File: config.mk
export PLATFORM = sky130hd
export DESIGN_NAME = m3i_queue
export DESIGN_NICKNAME = d
export VERILOG_FILES = /design/src/design/m3i_pkg.sv /design/src/design/m3i_queue.sv
export SDC_FILE = /design/constraint.sdc
export NUM_CORES = 1
export LEC_CHECK = 0
export BUFFER_PORTS_ARGS = -buffer_cell sky130_fd_sc_hd__buf_4
export CORE_AREA = 4 4 528 530
export DETAILED_ROUTE_END_ITERATION = 10
export DIE_AREA = 0 0 532 534
export PLACE_DENSITY_LB_ADDON = 0.12
export REMOVE_ABC_BUFFERS = 1
export SLEW_MARGIN = 20
export SYNTH_ARGS = -nofsm -noshare
export SYNTH_HDL_FRONTEND = slang
export SYNTH_SLANG_ARGS = --single-unit
File: constraint.sdc
create_clock -name clk -period 41.9 [get_ports clk]
set_clock_uncertainty 0.2 [all_clocks]
set_input_delay 4.19 -clock clk [delete_from_list [all_inputs] [get_ports clk]]
set_output_delay 4.19 -clock clk [all_outputs]
set_load 0.02 [all_outputs]
File: src/design/m3i_pkg.sv
`timescale 1ns / 1ps
`default_nettype none
// ----------------------------------------------------------------------------
// m3i_pkg
// Shared widths, types and constants of the 3x3 matrix inverse.
// ----------------------------------------------------------------------------
package m3i_pkg;

  localparam int EW     = 32;
  localparam int NEL    = 9;
  localparam int PW     = 64;
  localparam int CW     = 65;
  localparam int CMW    = CW - 1;
  localparam int DW     = 99;
  localparam int DMW    = DW - 1;
  localparam int QW     = 32;
  localparam int QDEPTH = 2;
  localparam int QAW    = 1;
  localparam int QCW    = 2;

  localparam logic [QW-1:0] POS_SAT = 32'h7FFF_FFFF;
  localparam logic [QW-1:0] NEG_SAT = 32'h8000_0000;

  typedef logic signed [EW-1:0] elem_t;

  typedef struct packed {
    logic [DMW-1:0]          dmag;
    logic                    sing;
    logic [NEL-1:0]          neg;
    logic [NEL-1:0][CMW-1:0] cmag;
  } qent_t;

  typedef struct packed {
    logic full;
    logic empty;
  } qstat_t;

endpackage
`default_nettype wire

File: src/design/m3i_queue.sv
`timescale 1ns / 1ps
`default_nettype none
// ----------------------------------------------------------------------------
// m3i_queue
// Two-entry queue between the cofactor front and the divider back.
// ----------------------------------------------------------------------------
module m3i_queue (
  input  wire logic            clk,
  input  wire logic            rst_n,
  input  wire logic            push,
  input  wire m3i_pkg::qent_t  push_ent,
  input  wire logic            pop,
  output m3i_pkg::qent_t       head,
  output m3i_pkg::qstat_t      stat
);

  m3i_pkg::qent_t                 mem_r [m3i_pkg::QDEPTH];
  logic [m3i_pkg::QAW-1:0]        wp_r;
  logic [m3i_pkg::QAW-1:0]        rp_r;
  logic [m3i_pkg::QCW-1:0]        cnt_r;
  logic [m3i_pkg::QCW-1:0]        cnt_nxt;

  assign head       = mem_r[rp_r];
  assign stat.full  = (cnt_r == m3i_pkg::QCW'(m3i_pkg::QDEPTH));
  assign stat.empty = (cnt_r == '0);

  always_comb begin
    cnt_nxt = cnt_r;
    if (push && !pop) begin
      cnt_nxt = cnt_r + 1'b1;
    end else if (pop && !push) begin
      cnt_nxt = cnt_r - 1'b1;
    end
  end

  always_ff @(posedge clk) begin
    if (!rst_n) begin
      wp_r  <= '0;
      rp_r  <= '0;
      cnt_r <= '0;
    end else begin
      cnt_r <= cnt_nxt;
      if (push) begin
        wp_r <= wp_r + 1'b1;
      end
      if (pop) begin
        rp_r <= rp_r + 1'b1;
      end
    end
  end

  always_ff @(posedge clk) begin
    if (push) begin
      mem_r[wp_r] <= push_ent;
    end
  end

endmodule
`default_nettype wire

; Word level (Yosys, flattened, before mapping)
; Memories as Yosys holds them, arrays and structs flattened. A register that Yosys moved wholly into a read port is not among the register bits.
; Index checks and enable logic that the tools add are counted.
[classes]
addsub = 4
mul = 0
div = 0
magnitude_cmp = 0
n_eq_ne = 1
shifts = 0
n_mux = 6
n_bitwise = 0
reduce_logical = 6
[ops]
columns = op, n
row1 = 2-to-1 mux 1 bit, 4
row2 = 2-to-1 mux 2 bit, 2
row3 = "adder 1 bit, second input constant", 2
row4 = "adder 2 x 1 -> 2 bit, second input constant", 1
row5 = "equality test 2 bit, second input constant", 1
row6 = logical AND 1 bit, 2
row7 = zero test 1 bit, 2
row8 = zero test 2 bit, 1
row9 = nonzero test 2 bit, 1
row10 = "subtractor 2 x 1 -> 2 bit, second input constant", 1
[totals]
regBits = 4
latch_bits = 0
mem_bits_rw = 1368
rom_bits = 0
inputBits = 688
out_inout_bits = 686
wordCells = 21
n_memories = 1
[memory_table]
columns = name, depth, word_bits, rd, rd_clocked_by_memory_dff, write_ports, line_no
row1 = mem_r, 2, 684, 1, 1, 1, m3i_queue.sv:17  ; m3i_pkg::qent_t mem_r [m3i_pkg::QDEPTH];

; Logic depth before layout (Yosys ltp)
; Gate-level depths: netlist of the first run.
[logic_depth]
depth_word = 4
ltp_mapped = 5
ltp_nobuf = 5

; Least setup slack after synthesis of the first run
; OpenSTA, ideal clock, no wires.
[synth_path]
path_type = input -> register
from = input push
to = register wp_r
setup_time_ns = 0.178
arrival_time_ns = 35.476
required_ns = 41.522
path_slack_ns = 6.047
stages = 2
path_buffers = 0
cell_sequence = nor2b_1 > o21a_1
[synth_lines]
columns = element, line_no
row1 = from (decl), m3i_queue.sv:10  ; input wire logic push,
row2 = to (signal assigned), m3i_queue.sv:44  ; wp_r <= wp_r + 1'b1;
row3 = to (decl), m3i_queue.sv:18  ; logic [m3i_pkg::QAW-1:0] wp_r;

==> metrics.txt, run 1 <==
# TYPE chip_impl_metric gauge
chip_impl_metric{name="setup_viol_count_final",unit=""} 0
chip_impl_metric{name="die_boundary_height",unit="um"} 534
chip_impl_metric{name="floorplan_die_width",unit="um"} 532
chip_impl_metric{name="placeableCoreArea",unit="mm^2"} 0.273
chip_impl_info{name="timing.critical_path.max_delay_family",value="buffers and inverters"} 1
chip_impl_metric{name="multi_input_comb_area",unit="mm^2"} 0.00783
chip_impl_metric{name="wl_per_cell",unit="um"} 25.9
chip_impl_metric{name="clk_pin_slew",unit="ns"} 0.05
chip_impl_info{name="critPathSlowestCell",value="sky130_fd_sc_hd__buf_4"} 1
chip_impl_metric{name="design.portCount",unit=""} 1374
chip_impl_info{name="synth_area_leaders",value="sky130_fd_sc_hd__edfxtp_1 82%, sky130_fd_sc_hd__mux2_2 15%, sky130_fd_sc_hd__buf_6 0.99%"} 1
chip_impl_info{name="hold_path.class",value="register to register"} 1
chip_impl_metric{name="power_per_cell_area",unit="mW/mm^2"} 49.9
chip_impl_metric{name="clock.fmax",unit="GHz"} 0.106
chip_impl_metric{name="tritoncts.num_buffers",unit=""} 174
chip_impl_metric{name="netlist_area",unit="mm^2"} 0.0499
chip_impl_metric{name="pre_cts_slack",unit="ns"} 32.14
chip_impl_metric{name="crit_fanout",unit=""} 133
chip_impl_metric{name="hpwlAfterDp",unit="mm"} 143
chip_impl_metric{name="ctsResizeCount",unit=""} 0
chip_impl_info{name="tritoncts",value="done"} 1
chip_impl_metric{name="cts_setup_buffers",unit=""} 0
chip_impl_metric{name="finalCritPeriodShare",unit=""} 0.225
chip_impl_metric{name="area_taken_by_flip_flops_and_latches",unit="mm^2"} 0.0412
chip_impl_metric{name="postRouteAntennaNets",unit=""} 0
chip_impl_metric{name="tightestPinTransition",unit="ns"} 1.13
chip_impl_info{name="layout.cells.most_common",value="sky130_fd_sc_hd__buf_4"} 1
chip_impl_metric{name="cts-root-to-sink-buffers",unit=""} 4
chip_impl_info{name="crit_type",value="register to output pin"} 1
chip_impl_metric{name="first_drt_iteration_drcs",unit=""} 1296
chip_impl_metric{name="gr-total-overflow",unit=""} 0
chip_impl_metric{name="cts_hold_buf",unit=""} 0
chip_impl_metric{name="totalWireLength",unit="mm"} 192
chip_impl_metric{name="finalWorstSetupSlack",unit="ns"} 32.49
chip_impl_info{name="synth_largest_area_cell",value="sky130_fd_sc_hd__edfxtp_1"} 1
chip_impl_info{name="setup_repair_after_global_routing_missed_its_margin",value="no"} 1
chip_impl_metric{name="vias_per_cell",unit=""} 3.61
chip_impl_metric{name="timing_hold_violations_final",unit=""} 0
chip_impl_metric{name="clkLatencyLatePin",unit="ns"} 0.81
chip_impl_metric{name="final_layout_size_suffix_gt1_frac",unit=""} 0.609
chip_impl_metric{name="htree_num_levels",unit=""} 4
chip_impl_info{name="path_common_cell",value="sky130_fd_sc_hd__buf_4"} 1
chip_impl_metric{name="post_synth.cell_area_avg",unit="um^2"} 23.2
chip_impl_info{name="layout_common_cells",value="1400 x sky130_fd_sc_hd__buf_4, 1368 x sky130_fd_sc_hd__edfxtp_1, 684 x sky130_fd_sc_hd__mux2_2, 180 x sky130_fd_sc_hd__clkbuf_16, 50 x sky130_fd_sc_hd__clkbuf_1"} 1
chip_impl_metric{name="synth_largest_type_area_fraction",unit=""} 0.823
chip_impl_metric{name="areaGrowthSynthToFinish",unit="%"} 39.0
chip_impl_metric{name="timing.final.crit_period",unit="ns"} 9.41
chip_impl_metric{name="totalPowerFinal",unit="uW"} 3470
chip_impl_metric{name="finalWeightedCongestion",unit=""} 0.776
chip_impl_metric{name="worst_slew_margin_rel",unit=""} 0.244
chip_impl_info{name="startpoint_type",value="register"} 1
chip_impl_metric{name="grt_start_max_net_pins",unit=""} 156
chip_impl_info{name="worstPathCellList",value="buf_12, buf_4, buf_4, mux2_2, buf_4"} 1
chip_impl_metric{name="number_of_antenna_violations_at_the_first_check_in_global_routing",unit=""} 103
chip_impl_metric{name="grt_util_all_layers",unit=""} 0.129
chip_impl_metric{name="finalNetCount",unit=""} 4344
chip_impl_metric{name="grt_pass1_wl",unit="mm"} 252
chip_impl_metric{name="drc",unit=""} 0
chip_impl_metric{name="grt_pass1_vias",unit=""} 28262
chip_impl_metric{name="routed-via-count",unit=""} 26681
chip_impl_metric{name="worst_ir_drop_vdd",unit="mV"} 0.0345
chip_impl_metric{name="synth_warnings",unit=""} 0
chip_impl_metric{name="ys_ff_latch",unit=""} 1373
chip_impl_metric{name="post-place-cells",unit=""} 7068
chip_impl_metric{name="critical_path_buf_inv_count",unit=""} 4
chip_impl_info{name="outcome",value="completed"} 1
chip_impl_metric{name="layout.filler_cells",unit=""} 28146
chip_impl_metric{name="worst_path_largest_cell_delay",unit="ns"} 0.85
chip_impl_metric{name="setup-tns-final",unit="ns"} 0
chip_impl_metric{name="start_util",unit=""} 0.183
chip_impl_info{name="root_buffer",value="sky130_fd_sc_hd__clkbuf_16"} 1
chip_impl_metric{name="synth-seq-area-share",unit=""} 0.825
chip_impl_metric{name="timing.critical_path.arrival",unit="ns"} 5.02
chip_impl_metric{name="synth_cell_types",unit=""} 17
chip_impl_metric{name="drt-pass1-iter-count",unit=""} 4
chip_impl_metric{name="place.port_buffers",unit=""} 1373
chip_impl_info{name="setup.worst_path.end_class",value="output pin"} 1
chip_impl_metric{name="placement_rows",unit=""} 192
chip_impl_metric{name="numClockSinks",unit=""} 1373
chip_impl_metric{name="timing.max_cap.violations",unit=""} 0
chip_impl_metric{name="critical_path_required",unit="ns"} 37.51
chip_impl_metric{name="final_non_filler_cell_total",unit=""} 7398
chip_impl_metric{name="static_leakage",unit="uW"} 0.0248
chip_impl_metric{name="final_max_slew_viol_count",unit=""} 0
chip_impl_metric{name="die_ar",unit="mm^2"} 0.284
chip_impl_metric{name="netlist_instances",unit=""} 2150
[cells in the mapped netlist, drive strengths merged]
cell type,instances
mux2,684
or3,1
o21a,1
ha,1
nor2b,3
nor2,1
clkbuf,30
buf,46
inv,1
a21boi,1
xnor2,1
o21ai,1
dfxtp,5
edfxtp,1368
and2,4
xor2,2
[state kept, by name, indices dropped and copies added (netlist names), named ones only]
register / count
cnt_r: 2
mem_r: 1368
rp_r: 1
wp_r: 1
[path summary, 6_finish.rpt]
check	startpoint	endpoint	slack, ns	depth (start not counted)
setup / recovery	register	head[611]	32.49	5
hold / removal	cnt_r[1]	cnt_r[1]	0.32	2
setup reg to reg	wp_r	mem_r[1][136]	36.36	6
hold reg to reg	cnt_r[1]	cnt_r[1]	0.32	2
[report_power, final]
| part | internal, uW | switching [uW] | total (uW) |
|---|---|---|---|
| logic | 195 | 271 | 466 |
| registers | 1590 | 14.1 | 1610 |
| clock network | 820 | 574 | 1390 |
| total | 2610 | 858 | 3470 |
[per-stage QoR]
stage	instance area [um^2]	hold WS [ns]	util
floorplan	49000	0.273	-
global placement	64100	0.310	0.234
detailed placement	64100	0.307	0.234
CTS	69300	0.317	0.254
global route	69400	0.379	0.254
finish	69400	0.320	0.254
[layer usage]
layer	part of all wire	up-vias	track usage	wire length, um
li1	-	11731	-	-
met1	0.36	13316	0.135	68300
met2	0.48	1179	0.217	92800
met3	0.13	357	0.0782	24500
met4	0.029	98	0.0387	5550
met5	0.0032	-	0	616
[tightest hold or removal path, stage by stage (launching register included)]
cell and delay (ns):
sky130_fd_sc_hd__dfxtp_1 0.33, sky130_fd_sc_hd__o21ai_0 0.07, sky130_fd_sc_hd__a21boi_0 0.07
[cell type report]
| type | count | area share |
|---|---|---|
| inverters | 1 | 0.0000541 |
| clock buffers | 230 | 0.0676 |
| clock inverters | 77 | 0.00786 |
| diodes | 23 | 0.000829 |
| repair buffers | 1405 | 0.153 |
| flip-flops and latches | 1373 | 0.593 |
| multi-input cells | 700 | 0.113 |
| well taps | 3589 | 0.0647 |
[kinds of logic after synthesis]
logic type	Yosys count	synth area share
flops	1373	0.825
mux	684	0.154
buf+inv	77	0.0185
simple gates	9	0.00108
compound gates	3	0.000401
xor+xnor	3	0.000526
fa+ha+maj	1	0.000251
(Power assumes the default switching activity.)
==> run 2, diff against run 1 <==
--- a/config.mk
+++ b/config.mk
@@ -5,6 +5,7 @@
 export SDC_FILE = /design/constraint.sdc
 export NUM_CORES = 1
 export LEC_CHECK = 0
+export ABC_AREA = 1
 export BUFFER_PORTS_ARGS = -buffer_cell sky130_fd_sc_hd__buf_4
 export CORE_AREA = 4 4 528 530
 export DETAILED_ROUTE_END_ITERATION = 10
==> constraint.sdc (replaced) <==
create_clock -name clk -period 8.1 [get_ports clk]
set_clock_uncertainty 0.2 [all_clocks]
set_input_delay 0.81 -clock clk [delete_from_list [all_inputs] [get_ports clk]]
set_output_delay 0.81 -clock clk [all_outputs]
set_load 0.02 [all_outputs]
==> run 2 against run 1 <==
Non-clock buffer count is 691 higher. Flip-flop and latch count did not move. Global-route usage grew 0.29 points. Clock power grew to 5.2 times the previous value. Largest power group unchanged. Highest routed layer unchanged.
==> metrics.txt, run 2 <==
# TYPE chip_impl_metric gauge
chip_impl_metric{name="cts-root-to-sink-buffers",unit=""} 4
chip_impl_info{name="synth_top_cells_by_count",value="1368 x sky130_fd_sc_hd__edfxtp_1, 684 x sky130_fd_sc_hd__mux2_2, 44 x sky130_fd_sc_hd__buf_6, 30 x sky130_fd_sc_hd__clkbuf_8, 9 x sky130_fd_sc_hd__nor2_1"} 1
chip_impl_metric{name="worst_path_largest_cell_delay",unit="ns"} 0.96
chip_impl_info{name="tritoncts",value="done"} 1
chip_impl_info{name="layout.cells.most_common",value="sky130_fd_sc_hd__buf_4"} 1
chip_impl_metric{name="synth_warnings",unit=""} 0
chip_impl_metric{name="timing.critical_path.arrival",unit="ns"} 3.62
chip_impl_metric{name="ys_ff_latch",unit=""} 1373
chip_impl_metric{name="wl_per_cell",unit="um"} 24.1
chip_impl_metric{name="place.port_buffers",unit=""} 1373
chip_impl_metric{name="placement_rows",unit=""} 192
chip_impl_metric{name="utilization",unit=""} 0.280
chip_impl_info{name="startpoint_type",value="register"} 1
chip_impl_metric{name="postRouteAntennaNets",unit=""} 0
chip_impl_metric{name="numClockSinks",unit=""} 1373
chip_impl_info{name="reg.largest.list",value="mem_r (1368), cnt_r (2)"} 1
chip_impl_metric{name="multi_input_comb_area",unit="mm^2"} 0.00781
chip_impl_metric{name="power_per_cell_area",unit="mW/mm^2"} 235
chip_impl_metric{name="vias_per_cell",unit=""} 3.61
chip_impl_metric{name="largest_register_ffs",unit=""} 1368
chip_impl_info{name="synth_area_leaders",value="sky130_fd_sc_hd__edfxtp_1 82%, sky130_fd_sc_hd__mux2_2 15%, sky130_fd_sc_hd__buf_6 0.99%"} 1
chip_impl_metric{name="netlist_instances",unit=""} 2163
chip_impl_metric{name="drc",unit=""} 0
chip_impl_metric{name="timing.max_cap.violations",unit=""} 0
chip_impl_metric{name="finalNetCount",unit=""} 5048
chip_impl_metric{name="htree_num_levels",unit=""} 4
chip_impl_metric{name="die_boundary_height",unit="um"} 534
chip_impl_metric{name="die_ar",unit="mm^2"} 0.284
chip_impl_metric{name="design.portCount",unit=""} 1374
chip_impl_metric{name="crit_fanout",unit=""} 125
chip_impl_info{name="setup_repair_after_global_routing_missed_its_margin",value="no"} 1
chip_impl_info{name="worstPathCellList",value="buf_4, buf_12, mux2_2, buf_4"} 1
chip_impl_metric{name="worst_ir_drop_vdd",unit="mV"} 0.142
chip_impl_metric{name="grt_pass1_vias",unit=""} 31549
chip_impl_metric{name="finalInstanceArea",unit="mm^2"} 0.0765
chip_impl_metric{name="layout.filler_cells",unit=""} 27812
chip_impl_info{name="setup.worst_path.end_class",value="output pin"} 1
chip_impl_metric{name="static_leakage",unit="uW"} 0.0278
chip_impl_info{name="layout_common_cells",value="1393 x sky130_fd_sc_hd__buf_4, 1368 x sky130_fd_sc_hd__edfxtp_1, 689 x sky130_fd_sc_hd__dlygate4sd3_1, 684 x sky130_fd_sc_hd__mux2_2, 177 x sky130_fd_sc_hd__clkbuf_16"} 1
chip_impl_metric{name="finalCritPeriodShare",unit=""} 0.571
chip_impl_info{name="critPathSlowestCell",value="sky130_fd_sc_hd__dfxtp_4"} 1
chip_impl_metric{name="totalPowerFinal",unit="uW"} 18000
chip_impl_metric{name="routed-via-count",unit=""} 29354
chip_impl_metric{name="totalWireLength",unit="mm"} 196
chip_impl_metric{name="grt_pass1_wl",unit="mm"} 264
chip_impl_info{name="outcome",value="completed"} 1
chip_impl_info{name="synthMostInstantiatedCell",value="sky130_fd_sc_hd__edfxtp_1"} 1
chip_impl_metric{name="grt_util_all_layers",unit=""} 0.132
chip_impl_metric{name="synth-edff-count",unit=""} 1368
chip_impl_metric{name="final_layout_size_suffix_gt1_frac",unit=""} 0.515
chip_impl_metric{name="setup-tns-final",unit="ns"} 0
chip_impl_metric{name="clk_pin_slew",unit="ns"} 0.06
chip_impl_info{name="min_from",value="rp_r"} 1
chip_impl_metric{name="synth_largest_type_area_fraction",unit=""} 0.823
chip_impl_metric{name="reg2reg_slack",unit="ns"} 5.16
chip_impl_metric{name="tritoncts.num_buffers",unit=""} 174
chip_impl_metric{name="grt_start_max_net_pins",unit=""} 133
chip_impl_metric{name="first_drt_iteration_drcs",unit=""} 1414
chip_impl_metric{name="start_util",unit=""} 0.183
chip_impl_metric{name="clock.fmax",unit="GHz"} 0.216
chip_impl_metric{name="final_max_slew_viol_count",unit=""} 0
chip_impl_metric{name="timing.final.crit_period",unit="ns"} 4.63
chip_impl_metric{name="place_area",unit="mm^2"} 0.0643
chip_impl_metric{name="finalWeightedCongestion",unit=""} 0.784
chip_impl_info{name="regToRegStartpoint",value="wp_r"} 1
chip_impl_info{name="synthFlopType",value="sky130_fd_sc_hd__edfxtp_1"} 1
chip_impl_metric{name="setup_viol_count_final",unit=""} 0
chip_impl_info{name="root_buffer",value="sky130_fd_sc_hd__clkbuf_16"} 1
chip_impl_metric{name="areaGrowthSynthToFinish",unit="%"} 53.2
chip_impl_metric{name="gr-total-overflow",unit=""} 0
chip_impl_metric{name="hold_ws",unit="ns"} 0.314
chip_impl_metric{name="netlist_area",unit="mm^2"} 0.0499
chip_impl_metric{name="area_taken_by_flip_flops_and_latches",unit="mm^2"} 0.0412
chip_impl_metric{name="clkLatencyLatePin",unit="ns"} 0.84
chip_impl_metric{name="worst_slew_margin_rel",unit=""} 0.297
chip_impl_metric{name="synth-seq-area-share",unit=""} 0.825
chip_impl_info{name="path_common_cell",value="sky130_fd_sc_hd__buf_4"} 1
chip_impl_metric{name="post_synth.cell_area_avg",unit="um^2"} 23.1
chip_impl_info{name="hold_path.class",value="register to register"} 1
chip_impl_metric{name="number_of_antenna_violations_at_the_first_check_in_global_routing",unit=""} 114
chip_impl_metric{name="drt-pass1-iter-count",unit=""} 5
chip_impl_metric{name="hpwlAfterDp",unit="mm"} 144
chip_impl_info{name="synth_largest_area_cell",value="sky130_fd_sc_hd__edfxtp_1"} 1
chip_impl_metric{name="placeableCoreArea",unit="mm^2"} 0.273
chip_impl_metric{name="timing_hold_violations_final",unit=""} 0
chip_impl_metric{name="critical_path_required",unit="ns"} 7.09
chip_impl_metric{name="cts_setup_buffers",unit=""} 0
chip_impl_info{name="crit_type",value="register to output pin"} 1
chip_impl_metric{name="synth_cell_types",unit=""} 14
chip_impl_info{name="max_flop_register",value="mem_r"} 1
chip_impl_metric{name="synth-async-reset-ratio",unit=""} 0
chip_impl_metric{name="tightestPinTransition",unit="ns"} 1.05
chip_impl_metric{name="floorplan_die_width",unit="um"} 532
## run 2: cell count changes after synthesis, moves of 2 or more
cell	before	now
sky130_fd_sc_hd__inv_1	1	8
sky130_fd_sc_hd__xor2_1	2	0
sky130_fd_sc_hd__and2_1	4	0
sky130_fd_sc_hd__nor2b_1	3	0
sky130_fd_sc_hd__nand2_1	0	8
sky130_fd_sc_hd__nor2_1	1	9
## run 2: metrics by stage
stage	instances	worst slack, ns
floorplan	2087	-23.27
global placement	7083	4.29
detailed placement	7083	4.27
CTS	8079	3.29
global route	8108	3.26
finish	8138	3.47
## run 2: worst max-delay path, delay by kind of cell, from the launching register on
| family | cells | cell delay [ns] |
|---|---|---|
| DFF | 1 | 0.96 |
| buffers and inverters | 3 | 1.03 |
| muxes | 1 | 0.43 |
## run 2: timing repair
item | in CTS | in global routing
gates resized for setup | 0 | 0
hold buffers | 689 | 0
hold endpoints to repair | 1373 | 0
## run 2: logic make-up after synthesis
family	share of synthesized area
compound gates	0.000200
fa+ha+maj	0.000251
buf+inv	0.0190
flops	0.825
mux	0.154
simple gates	0.00150
## run 2: area by class of cell
| cell class | count | area share |
|---|---|---|
| repair buffers | 2096 | 0.231 |
| clock inverters | 76 | 0.00743 |
| clock buffers | 231 | 0.0605 |
| diodes | 59 | 0.00193 |
| multi-input cells | 706 | 0.102 |
| flip-flops and latches | 1373 | 0.538 |
| inverters | 8 | 0.000491 |
| well taps | 3589 | 0.0587 |
## run 2: final timing paths
| path | to | depth (start not counted) |
|---|---|---|
| max | head[107] | 4 |
| min | register | 2 |
| max reg2reg | mem_r[1][47] | 4 |
| min reg2reg | register | 2 |
## run 2: metal layers
metal | global-route usage | routed length (um)
met2 | 0.222 | 94500
met1 | 0.148 | 74700
met4 | 0.0412 | 6340
met5 | 0 | 528
met3 | 0.0621 | 19800
## run 2: report_power, final
part           switching (uW)  internal [uW]
registers                97.5           8250
logic                    1340           1130
clock network            3040           4140
==> run 3, diff against run 2 <==
==> constraint.sdc (replaced) <==
create_clock -name clk -period 4.7 [get_ports clk]
set_clock_uncertainty 0.2 [all_clocks]
set_input_delay 0.47 -clock clk [delete_from_list [all_inputs] [get_ports clk]]
set_output_delay 0.47 -clock clk [all_outputs]
set_load 0.02 [all_outputs]
==> run 3 against run 2 <==
Clock power grew 71%. Count of clock-buffer cells in the layout fell by 7. Core utilization grew 0.088 points. Register-to-register slack got worse by 2.9 ns. Critical path depth is the same. Largest power group unchanged.
==> metrics.txt, run 3 (synthesis gave the netlist of run 2 again) <==
# TYPE chip_impl_metric gauge
chip_impl_info{name="min_from",value="push_ent[91]"} 1
chip_impl_metric{name="reg2reg_depth",unit=""} 2
chip_impl_metric{name="cts_hold_buf",unit=""} 689
chip_impl_info{name="maxUsedRoutingLayer",value="met5"} 1
chip_impl_metric{name="totalWireLength",unit="mm"} 192
chip_impl_info{name="setup.worst_path.end_class",value="output pin"} 1
chip_impl_metric{name="place_area",unit="mm^2"} 0.0646
chip_impl_metric{name="drt-pass1-iter-count",unit=""} 4
chip_impl_metric{name="detailroute.wirelength.met2",unit="mm"} 93.8
chip_impl_info{name="hold_path.class",value="primary input to register"} 1
chip_impl_info{name="rr_endpoint",value="mem_r[0][67]"} 1
chip_impl_info{name="critPathSlowestCell",value="sky130_fd_sc_hd__dfxtp_4"} 1
chip_impl_metric{name="vias_per_cell",unit=""} 3.58
chip_impl_info{name="tritoncts",value="done"} 1
chip_impl_metric{name="met3_length",unit="mm"} 18.1
chip_impl_metric{name="areaGrowthSynthToFinish",unit="%"} 53.7
chip_impl_metric{name="cts_setup_buffers",unit=""} 0
chip_impl_metric{name="htree_num_levels",unit=""} 4
chip_impl_metric{name="grt_util_all_layers",unit=""} 0.130
chip_impl_metric{name="totalPowerFinal",unit="uW"} 31000
chip_impl_metric{name="grt_pass1_vias",unit=""} 31908
chip_impl_info{name="startpoint_type",value="register"} 1
chip_impl_metric{name="placeableCoreArea",unit="mm^2"} 0.273
chip_impl_metric{name="clkLatencyLatePin",unit="ns"} 0.78
chip_impl_metric{name="timing.final.crit_period",unit="ns"} 3.53
chip_impl_metric{name="ctsResizeCount",unit=""} 0
chip_impl_metric{name="reg2reg_slack",unit="ns"} 2.31
chip_impl_info{name="layout.cells.most_common",value="sky130_fd_sc_hd__buf_4"} 1
chip_impl_metric{name="postRouteAntennaNets",unit=""} 0
chip_impl_metric{name="p_clk_frac",unit=""} 0.398
chip_impl_metric{name="first_drt_iteration_drcs",unit=""} 1366
chip_impl_metric{name="routed-via-count",unit=""} 29186
chip_impl_metric{name="grt_start_max_net_pins",unit=""} 102
chip_impl_metric{name="crit_fanout",unit=""} 60
chip_impl_metric{name="route.layer.met1.wl",unit="mm"} 74.2
chip_impl_metric{name="timing.max_cap.violations",unit=""} 0
chip_impl_metric{name="p_seq_frac",unit=""} 0.463
chip_impl_metric{name="switchingPower",unit="uW"} 7670
chip_impl_info{name="min_to",value="mem_r[1][91]"} 1
chip_impl_metric{name="wl_per_cell",unit="um"} 23.6
chip_impl_metric{name="tritoncts.num_buffers",unit=""} 174
chip_impl_metric{name="final_layout_size_suffix_gt1_frac",unit=""} 0.519
chip_impl_metric{name="number_of_antenna_violations_at_the_first_check_in_global_routing",unit=""} 103
chip_impl_metric{name="die_boundary_height",unit="um"} 534
chip_impl_info{name="layout_common_cells",value="1411 x sky130_fd_sc_hd__buf_4, 1368 x sky130_fd_sc_hd__edfxtp_1, 689 x sky130_fd_sc_hd__dlygate4sd3_1, 684 x sky130_fd_sc_hd__mux2_2, 176 x sky130_fd_sc_hd__clkbuf_16"} 1
chip_impl_metric{name="final_max_slew_viol_count",unit=""} 0
chip_impl_metric{name="worst_ir_drop_vdd",unit="mV"} 0.251
chip_impl_metric{name="start_util",unit=""} 0.183
chip_impl_info{name="crit_type",value="register to output pin"} 1
chip_impl_info{name="reg.largest.list",value="mem_r (1368), cnt_r (2)"} 1
chip_impl_metric{name="worst_hold_path.num_cells",unit=""} 2
chip_impl_metric{name="gr-total-overflow",unit=""} 0
chip_impl_metric{name="finalWeightedCongestion",unit=""} 0.803
chip_impl_metric{name="clk_pin_slew",unit="ns"} 0.06
chip_impl_info{name="path_common_cell",value="sky130_fd_sc_hd__buf_4"} 1
chip_impl_info{name="regToRegStartpoint",value="wp_r"} 1
chip_impl_info{name="root_buffer",value="sky130_fd_sc_hd__clkbuf_16"} 1
chip_impl_metric{name="hold_ws",unit="ns"} 0.189
chip_impl_metric{name="setup_viol_count_final",unit=""} 0
chip_impl_metric{name="worst_slew_margin_rel",unit=""} 0.438
chip_impl_info{name="setup_repair_after_global_routing_missed_its_margin",value="no"} 1
chip_impl_metric{name="largest_register_ffs",unit=""} 1368
chip_impl_metric{name="power.switching_fraction",unit=""} 0.248
chip_impl_metric{name="timing.critical_path.arrival",unit="ns"} 2.86
chip_impl_metric{name="static_leakage",unit="uW"} 0.0279
chip_impl_metric{name="comb_power_share",unit=""} 0.139
chip_impl_metric{name="finalNetCount",unit=""} 5074
chip_impl_metric{name="drc",unit=""} 0
chip_impl_metric{name="tightestPinTransition",unit="ns"} 0.843
chip_impl_metric{name="cts-root-to-sink-buffers",unit=""} 4
chip_impl_metric{name="power_per_cell_area",unit="mW/mm^2"} 403
chip_impl_info{name="worstPathCellList",value="buf_12, buf_4, mux2_2, buf_4"} 1
chip_impl_metric{name="floorplan_die_width",unit="um"} 532
chip_impl_metric{name="design.portCount",unit=""} 1374
chip_impl_metric{name="place.port_buffers",unit=""} 1373
chip_impl_metric{name="finalCritPeriodShare",unit=""} 0.750
chip_impl_info{name="max_flop_register",value="mem_r"} 1
chip_impl_metric{name="clock.fmax",unit="GHz"} 0.284
chip_impl_metric{name="critical_path_required",unit="ns"} 4.03
chip_impl_metric{name="p_int",unit="uW"} 23300
chip_impl_metric{name="finalInstanceArea",unit="mm^2"} 0.0767
chip_impl_metric{name="placement_rows",unit=""} 192
chip_impl_metric{name="die_ar",unit="mm^2"} 0.284
chip_impl_metric{name="numClockSinks",unit=""} 1373
chip_impl_metric{name="hpwlAfterDp",unit="mm"} 142
chip_impl_metric{name="timing_hold_violations_final",unit=""} 0
chip_impl_metric{name="worst_path_largest_cell_delay",unit="ns"} 0.63
chip_impl_metric{name="setup-tns-final",unit="ns"} 0
chip_impl_metric{name="grt_pass1_wl",unit="mm"} 260
chip_impl_info{name="outcome",value="completed"} 1
run 3: changes by cell type in the layout (fill, tap and decap cells not counted), moves of 5 or more:
cell                         before   now
sky130_fd_sc_hd__buf_12          14    22
sky130_fd_sc_hd__diode_2         59    54
sky130_fd_sc_hd__clkinvlp_4       2     9
sky130_fd_sc_hd__clkbuf_1        54    47
sky130_fd_sc_hd__buf_4         1393  1411
run 3: worst max-delay path by stage:
stage             start  slack (ns)           to  depth (start not counted)
2_1_floorplan      push      -26.33  mem_r[0][0]                          2
3_3_place_gp   register        1.83    head[188]                          4
3_5_place_dp   register        1.83    head[188]                          4
4_1_cts        register        0.89    head[188]                          4
5_1_grt        register        0.94    head[188]                          4
6_report       register        1.17    head[238]                          4
run 3: power by group through the flow:
stage | sequential (uW) | clock, uW | combinational [uW]
after CTS | 14300 | 12900 | 4470
final | 14300 | 12300 | 4310
after floorplan | 15300 | 0 | 1920
after global routing | 14400 | 13400 | 4590
after detailed placement | 14600 | 0 | 3880
after global placement | 14600 | 0 | 3880
run 3: layer usage:
layer,up-vias,global-route usage
li1,13216,-
met1,14489,0.145
met2,1113,0.221
met3,312,0.0562
met4,56,0.0416
met5,-,0
run 3: per-stage QoR:
| step | util | std cells | setup slack, ns |
|---|---|---|---|
| 2_1_floorplan | - | 2087 | -26.33 |
| 3_3_place_gp | 0.236 | 7109 | 1.83 |
| 3_5_place_dp | 0.236 | 7109 | 1.83 |
| 4_1_cts | 0.280 | 8099 | 0.889 |
| 5_1_grt | 0.281 | 8135 | 0.937 |
| 6_report | 0.281 | 8153 | 1.17 |
run 3: layout make-up:
cell class | instances | area, um^2
inverters | 8 | 37.5
clock inverters | 77 | 563
diodes | 54 | 135
flip-flops and latches | 1373 | 41200
multi-input cells | 706 | 7810
well taps | 3589 | 4490
fillers | 27828 | 197000
repair buffers | 2122 | 17900
clock buffers | 224 | 4590
run 3: worst max-delay path: cells and delay by family (launching register included):
family,cells,cell delay [ns]
buffers and inverters,3,0.87
flip-flops,1,0.63
multiplexers,1,0.39
